--- config.mk ---
export PLATFORM = sky130hd
export DESIGN_NAME = gdsa_seq
export DESIGN_NICKNAME = d
export VERILOG_FILES = /design/src/rtl/greedy_distinct_slot_assignment_unit_defines.svh /design/src/rtl/gdsa_pkg.sv /design/src/rtl/gdsa_seq.sv
export SDC_FILE = /design/constraint.sdc
export NUM_CORES = 1
export LEC_CHECK = 0
export BUFFER_PORTS_ARGS = -buffer_cell sky130_fd_sc_hd__buf_2
export CAP_MARGIN = 10
export CORE_AREA = 2 2 49 51
export DETAILED_ROUTE_END_ITERATION = 10
export DIE_AREA = 0 0 51 53
export PLACE_DENSITY_LB_ADDON = 0.25
export SLEW_MARGIN = 20
export SYNTH_ARGS = -nofsm -noshare
export SYNTH_HDL_FRONTEND = slang
export SYNTH_SLANG_ARGS = --single-unit
--- constraint.sdc ---
create_clock -name clk -period 4.5 [get_ports clk]
set_input_delay 1.125 -clock clk [delete_from_list [all_inputs] [get_ports clk]]
set_output_delay 1.125 -clock clk [all_outputs]
set_load 0.02 [all_outputs]
--- src/rtl/greedy_distinct_slot_assignment_unit_defines.svh ---
// Assertion helpers for the file that checks internal behavior.
// Both expect signals named clk and rst_n in the enclosing scope.
`ifndef GREEDY_DISTINCT_SLOT_ASSIGNMENT_UNIT_DEFINES_SVH
`define GREEDY_DISTINCT_SLOT_ASSIGNMENT_UNIT_DEFINES_SVH

// Same-cycle implication
`define GDSA_ASSERT_IMP(lbl, ante, cons, msg) \
  lbl: assert property (@(posedge clk) disable iff (!rst_n) (ante) |-> (cons)) \
    else $error(msg);

// Next-cycle implication
`define GDSA_ASSERT_NXT(lbl, ante, cons, msg) \
  lbl: assert property (@(posedge clk) disable iff (!rst_n) (ante) |=> (cons)) \
    else $error(msg);

`endif

--- src/rtl/gdsa_pkg.sv ---
`default_nettype none
package gdsa_pkg;

  // Sizing
  localparam int MAX_GROUPS    = 128;
  localparam int MAX_RESOURCES = 64;
  localparam int GIDX_W = (MAX_GROUPS > 1) ? $clog2(MAX_GROUPS) : 1;
  localparam int RIDX_W = (MAX_RESOURCES > 1) ? $clog2(MAX_RESOURCES) : 1;
  localparam int GCNT_W = $clog2(MAX_GROUPS + 1);
  localparam int RCNT_W = $clog2(MAX_RESOURCES + 1);
  localparam int CNT_W  = (GCNT_W > RCNT_W) ? GCNT_W : RCNT_W;

  // Request and result field widths
  localparam int CMD_W  = 2;
  localparam int IDX_W  = 7;
  localparam int VAL_W  = 8;
  localparam int GC_W   = 8;
  localparam int RC_W   = 7;
  localparam int MASK_W = 64;

  typedef enum logic [CMD_W-1:0] {
    CMD_LOAD_DEM = 2'd0,
    CMD_LOAD_CAP = 2'd1,
    CMD_RUN      = 2'd2,
    CMD_READ     = 2'd3
  } cmd_e;

  // Microprogram addresses
  typedef enum logic [3:0] {
    U_FETCH,
    U_RD_OUT,
    U_GSTART,
    U_GSCAN,
    U_GPICK,
    U_RSTART,
    U_RSCAN,
    U_RTAKE,
    U_RNEXT,
    U_GWRITE,
    U_RUN_DONE
  } step_e;

  typedef enum logic [2:0] {
    JM_NEXT,      // step + 1
    JM_GOTO,      // target
    JM_IF,        // cond ? target : step + 1
    JM_WHILE,     // cond ? same step : target
    JM_DISPATCH   // branch on accepted command
  } jmode_e;

  typedef enum logic [2:0] {
    C_NONE,
    C_SCAN_MORE,
    C_OUT_BUSY,
    C_BEST_ZERO,
    C_DEM_ZERO,
    C_PASS_END
  } cond_e;

  typedef enum logic [1:0] {
    SC_NONE,
    SC_GRP,
    SC_RES
  } scan_e;

  typedef struct packed {
    logic   rdy;       // take a request
    scan_e  scan;      // issue store reads for a max search
    logic   clr_scan;  // restart the search
    logic   pick;      // commit best group
    logic   take;      // commit best resource or flag failure
    logic   gwrite;    // write back group mask
    logic   emit_rd;   // read result
    logic   emit_run;  // run result
    jmode_e jm;
    cond_e  cnd;
    step_e  tgt;
  } ucode_t;

  typedef struct packed {
    logic scan_more;
    logic out_busy;
    logic best_zero;
    logic dem_zero;
    logic pass_end;
    logic acc_run;
    logic acc_read;
  } stat_t;

  // Control store
  function automatic ucode_t ucode_rom(step_e s);
    ucode_t w;
    w = '{rdy: 1'b0, scan: SC_NONE, clr_scan: 1'b0, pick: 1'b0, take: 1'b0,
          gwrite: 1'b0, emit_rd: 1'b0, emit_run: 1'b0, jm: JM_GOTO,
          cnd: C_NONE, tgt: U_FETCH};
    case (s)
      U_FETCH: begin
        w.rdy = 1'b1;
        w.jm  = JM_DISPATCH;
      end
      U_RD_OUT: begin
        w.emit_rd = 1'b1;
        w.jm = JM_WHILE; w.cnd = C_OUT_BUSY; w.tgt = U_FETCH;
      end
      U_GSTART: begin
        w.clr_scan = 1'b1;
        w.jm = JM_IF; w.cnd = C_PASS_END; w.tgt = U_RUN_DONE;
      end
      U_GSCAN: begin
        w.scan = SC_GRP;
        w.jm = JM_WHILE; w.cnd = C_SCAN_MORE; w.tgt = U_GPICK;
      end
      U_GPICK: begin
        w.pick = 1'b1;
        w.jm = JM_IF; w.cnd = C_BEST_ZERO; w.tgt = U_RUN_DONE;
      end
      U_RSTART: begin
        w.clr_scan = 1'b1;
        w.jm = JM_IF; w.cnd = C_DEM_ZERO; w.tgt = U_GWRITE;
      end
      U_RSCAN: begin
        w.scan = SC_RES;
        w.jm = JM_WHILE; w.cnd = C_SCAN_MORE; w.tgt = U_RTAKE;
      end
      U_RTAKE: begin
        w.take = 1'b1;
        w.jm = JM_IF; w.cnd = C_BEST_ZERO; w.tgt = U_GWRITE;
      end
      U_RNEXT: begin
        w.jm = JM_GOTO; w.tgt = U_RSTART;
      end
      U_GWRITE: begin
        w.gwrite = 1'b1;
        w.jm = JM_GOTO; w.tgt = U_GSTART;
      end
      U_RUN_DONE: begin
        w.emit_run = 1'b1;
        w.jm = JM_WHILE; w.cnd = C_OUT_BUSY; w.tgt = U_FETCH;
      end
      default: begin
        w.jm = JM_GOTO; w.tgt = U_FETCH;
      end
    endcase
    return w;
  endfunction

endpackage
`default_nettype wire

--- src/rtl/gdsa_seq.sv ---
`default_nettype none
module gdsa_seq (
  input  wire logic             clk,
  input  wire logic             rst_n,
  input  gdsa_pkg::stat_t       status,
  output gdsa_pkg::ucode_t      ctrl,
  output gdsa_pkg::step_e       upc
);
  import gdsa_pkg::*;

  step_e upc_r, upc_nxt;
  logic  cond;

  // Control word for the current step
  assign ctrl = ucode_rom(upc_r);
  assign upc  = upc_r;

  always_ff @(posedge clk) begin
    if (!rst_n) begin
      upc_r <= U_FETCH;
    end else begin
      upc_r <= upc_nxt;
    end
  end

  // Condition select and next step
  always_comb begin
    case (ctrl.cnd)
      C_SCAN_MORE: cond = status.scan_more;
      C_OUT_BUSY:  cond = status.out_busy;
      C_BEST_ZERO: cond = status.best_zero;
      C_DEM_ZERO:  cond = status.dem_zero;
      C_PASS_END:  cond = status.pass_end;
      default:     cond = 1'b0;
    endcase

    case (ctrl.jm)
      JM_NEXT:  upc_nxt = step_e'(upc_r + 4'd1);
      JM_GOTO:  upc_nxt = ctrl.tgt;
      JM_IF:    upc_nxt = cond ? ctrl.tgt : step_e'(upc_r + 4'd1);
      JM_WHILE: upc_nxt = cond ? upc_r : ctrl.tgt;
      JM_DISPATCH: begin
        if (status.acc_run) begin
          upc_nxt = U_GSTART;
        end else if (status.acc_read) begin
          upc_nxt = U_RD_OUT;
        end else begin
          upc_nxt = U_FETCH;
        end
      end
      default:  upc_nxt = U_FETCH;
    endcase
  end

endmodule
`default_nettype wire

==> Yosys cells after proc, flatten, opt, wreduce, memory -nomap -nowiden <==
Index checks and enable logic that the tools add are counted.
{ "totals": {"reg_bits": 4, "output_inout_bits": 23, "input_bits": 9, "word_cells": 49} }
{ "classes": {"n_addsub": 1, "mux": 17, "n_reduce_logical": 10, "n_eq_ne": 20} }
{ "ops": {"columns": ["op", "n"], "rows": [
  ["$pmux 4 s6", 1],
  ["$pmux 4 s5", 1],
  ["$eq 4x3->1 const B", 4],
  ["$pmux 3 s5", 1],
  ["$eq 3x2->1 const B", 4],
  ["$eq 4x4->1 const B", 3],
  ["$reduce_or 2->1", 6],
  ["$eq 3x3->1 const B", 3],
  ["$pmux 3 s3", 1],
  ["$eq 4x2->1 const B", 2],
  ["$mux 1", 8],
  ["$mux 4", 2],
  ["$reduce_or 4->1", 2],
  ["$eq 3x1->1 const B", 2],
  ["$pmux 1 s5", 1],
  ["$add 4x1->4 const B", 1],
  ["$eq 4x1->1 const B", 1],
  ["$logic_not 4->1", 1],
  ["$pmux 2 s2", 1],
  ["$logic_not 3->1", 1],
  ["$mux 2", 1],
  ["$ne 2x2->1 const B", 1]
]} }

==> Depth between registers and ports, before layout <==
{ "depth": {"ltp_word": 7, "ltp_mapped": 10, "ltp_nobuf": 9} }

==> Least setup slack after synthesis <==
No wires, ideal clock.
{ "synth_timing": {"path_type": "reg2out", "start": "register upc_r[0], in the netlist upc[0]", "end": "output port ctrl[7] (netlist bit)", "path_buffers": 1, "arrival_ns": 1.973, "t_required_ns": 3.375, "slack_ns": 1.402, "stages_incl_launch_ff": 7, "cell_sequence": "dfxtp_1 inv_1 ha_1 clkbuf_1 nor3_1 nor3b_1 o21ai_0"} }
{ "synth_lines": {"columns": ["element", "line", "text"], "rows": [
  ["start, declared", "gdsa_seq.sv:11", "step_e upc_r, upc_nxt;"],
  ["start signal, assigned", "gdsa_seq.sv:22", "upc_r <= upc_nxt;"],
  ["end, declared", "gdsa_seq.sv:6", "output gdsa_pkg::ucode_t ctrl,"]
]} }

==> impl_metrics.json <==
{
  "cts_buffer_depth": 2,
  "cts.sinks": 4,
  "drt-met1-wl_um": 975,
  "cts_resized": 0,
  "cp-endpoint": "ctrl[7]",
  "rows": 17,
  "cts_tree": "built",
  "n_fill_cell": 227,
  "drt-initial-drc-count": 18,
  "synth_flop_cell": "dfxtp_1",
  "pre_cts_ws_ps": 1458,
  "core_um2": 2148,
  "min_path_type": "register to register",
  "drcViolationCount": 0,
  "avgRoutedWirePerCell_um": 13.02,
  "globalRoute.totalOverflow": 0,
  "drt_wl_total_um": 2175,
  "cts_root_buffer": "clkbuf_4",
  "slew_viol_final": 0,
  "layout.cells.most_common_list": "buf_2 (31), nand2_1 (11), nor2_1 (11)",
  "grt_max_degree": 29,
  "status": "complete, no violations",
  "hold_start": "upc[0]",
  "met2_length_um": 1049,
  "drive_gt1_share_pct": 32.37,
  "antenna_found_initial": 0,
  "ys_ff_latch": 4,
  "hold_violations": 0,
  "post-cts-setup-buffer-count": 0,
  "final_common_cell": "buf_2",
  "fin_skew_ps": 4.748,
  "dr_total_vias": 923,
  "setup_viol": 0,
  "leakagePower_nw": 0.4597,
  "period_share_pct": 74.04,
  "reg2regPathDepth": 8,
  "worstSetupPathType": "register to output port",
  "io_buffers": 31,
  "synth-edff-count": 0,
  "largest_reg_flops": 4,
  "start_kind": "register",
  "ioPinCount": 32,
  "path_clk_slew_ps": 30,
  "numCtsBuffers": 3,
  "final_antenna_net_count": 0,
  "highest_layer": "met4",
  "synth_nets": 129,
  "grt_usage_pct": 16.78,
  "total_power_mw": 0.2772,
  "yosysWarnings": 0,
  "htreeDepth": 1,
  "place_congestion": 0.7460,
  "cp_max_fo": 15,
  "grt_pass1_vias": 802,
  "end_kind": "output port",
  "fin_crit_ps": 3332,
  "fp.dieArea_um2": 2703,
  "fin_nets": 154,
  "fp.dieW_um": 51,
  "crit_start": "upc[0]",
  "synth.area.top_cells": "dfxtp_1 (9.9%), ha_1 (6.2%), o21ai_0 (5.6%)",
  "wl_met3_um": 134,
  "cp_data_required_time_ps": 3380,
  "clock_latency_ps": 230,
  "worst_pin_slew_ps": 929.0,
  "postCtsHoldBufs": 0,
  "grt_pass1_wl_um": 3539,
  "max_cap_viol_count": 0,
  "worstPathArrival_ps": 2210,
  "syn_to_final_growth_pct": 18.52,
  "antenna_cells": 0,
  "dr.pass1.iters": 4,
  "vias_per_cell": 5.527,
  "r2r_start": "upc[0]",
  "start_util_pct": 37.74,
  "ys_seq_area_share_pct": 9.877,
  "powerDensity_nw_per_um2": 288.5,
  "synth.avg_cell_area_um2": 6.989,
  "slew_headroom_pct": 37.98,
  "die_h_um": 53,
  "max_freq_mhz": 300.1,
  "netlist.area_leader.share_pct": 9.877,
  "ir_drop_uv": 152.8,
  "r2r_end": "upc[0]",
  "setup_ws_ps": 1168,
  "rsz0062_at_grt": "no",
  "setup_tns_ps": 0,
  "synth_cell_types": 41,
  "synthCells": 116,
  "place.detailed.hpwl_um": 1632,
  "reg2reg_slack_ps": 1910,
  "synthArstFlopShare_pct": 0,
  "synth_top_area_cell": "dfxtp_1",
  "syn_area_um2": 810.8
}
-- worst min path at each step --
stage | end | slack [ps] | cells after the start
global route | upc[0] | 670 | 2
finish | upc[0] | 620 | 2
detailed placement | upc[0] | 610 | 2
floorplan | upc[0] | 650 | 2
CTS | upc[0] | 620 | 2
global placement | upc[0] | 590 | 2
-- where the power goes --
group | total [mW] | switching [mW] | internal, mW
clock | 0.0431 | 0.0134 | 0.0297
sequential | 0.0456 | 0.00685 | 0.0388
combinational | 0.189 | 0.119 | 0.0696
-- layout make-up --
class / instances / area (um2) / area share (%)
clock buffers: 3 / 22.52 / 2.344
inverters: 8 / 30.03 / 3.125
multi-input cells: 93 / 638.1 / 66.41
flip-flops and latches: 4 / 80.08 / 8.333
well taps: 28 / 35.03 / 3.646
repair buffers: 31 / 155.1 / 16.15
-- cells in the mapped netlist, types with 3 or more instances --
cell      instances
and2_1            3
nor2_1           11
nor2b_1           4
ha_1              4
o21ai_0           9
nor3b_1           4
clkbuf_1          5
inv_1             8
dfxtp_1           4
nand2_1          11
nand3_1           6
a21oi_1           7
mux2i_1           3
-- per-layer routing --
metal,vias up,global-route usage [%]
li1,459,-
met1,425,21.39
met2,37,30.52
met3,2,2.825
met4,0,1.351
met5,-,0
-- worst max-delay path, cell delays in order, from the launching register on --
cell	delay, ps
dfxtp_1	440
inv_1	100
ha_1	390
nor3_1	490
nor3b_1	120
o21ai_0	230
buf_2	200
-- logic make-up (layout without fill, tap and decap cells) --
group | Yosys count | count (layout) | share of synthesized area (%)
AOI/OAI and AO/OA | 36 | 36 | 35.80
buffers and inverters | 19 | 42 | 11.42
muxes | 5 | 5 | 6.790
adders and majority gates | 4 | 4 | 6.173
DFF | 4 | 4 | 9.877
and+or+nand+nor | 47 | 47 | 28.86
xor gates and xnor gates | 1 | 1 | 1.080
-- metrics by stage --
stage	cells	utilization (%)	hold slack (ps)	instance area [um2]
2_1_floorplan	116	-	647.8	810.8
3_3_place_gp	164	43.68	594.2	938.4
3_5_place_dp	164	43.68	605.6	938.4
4_1_cts	167	44.73	615.8	960.9
5_1_grt	167	44.73	670.6	960.9
6_report	167	44.73	618.5	960.9
(Power assumes the default switching activity.)
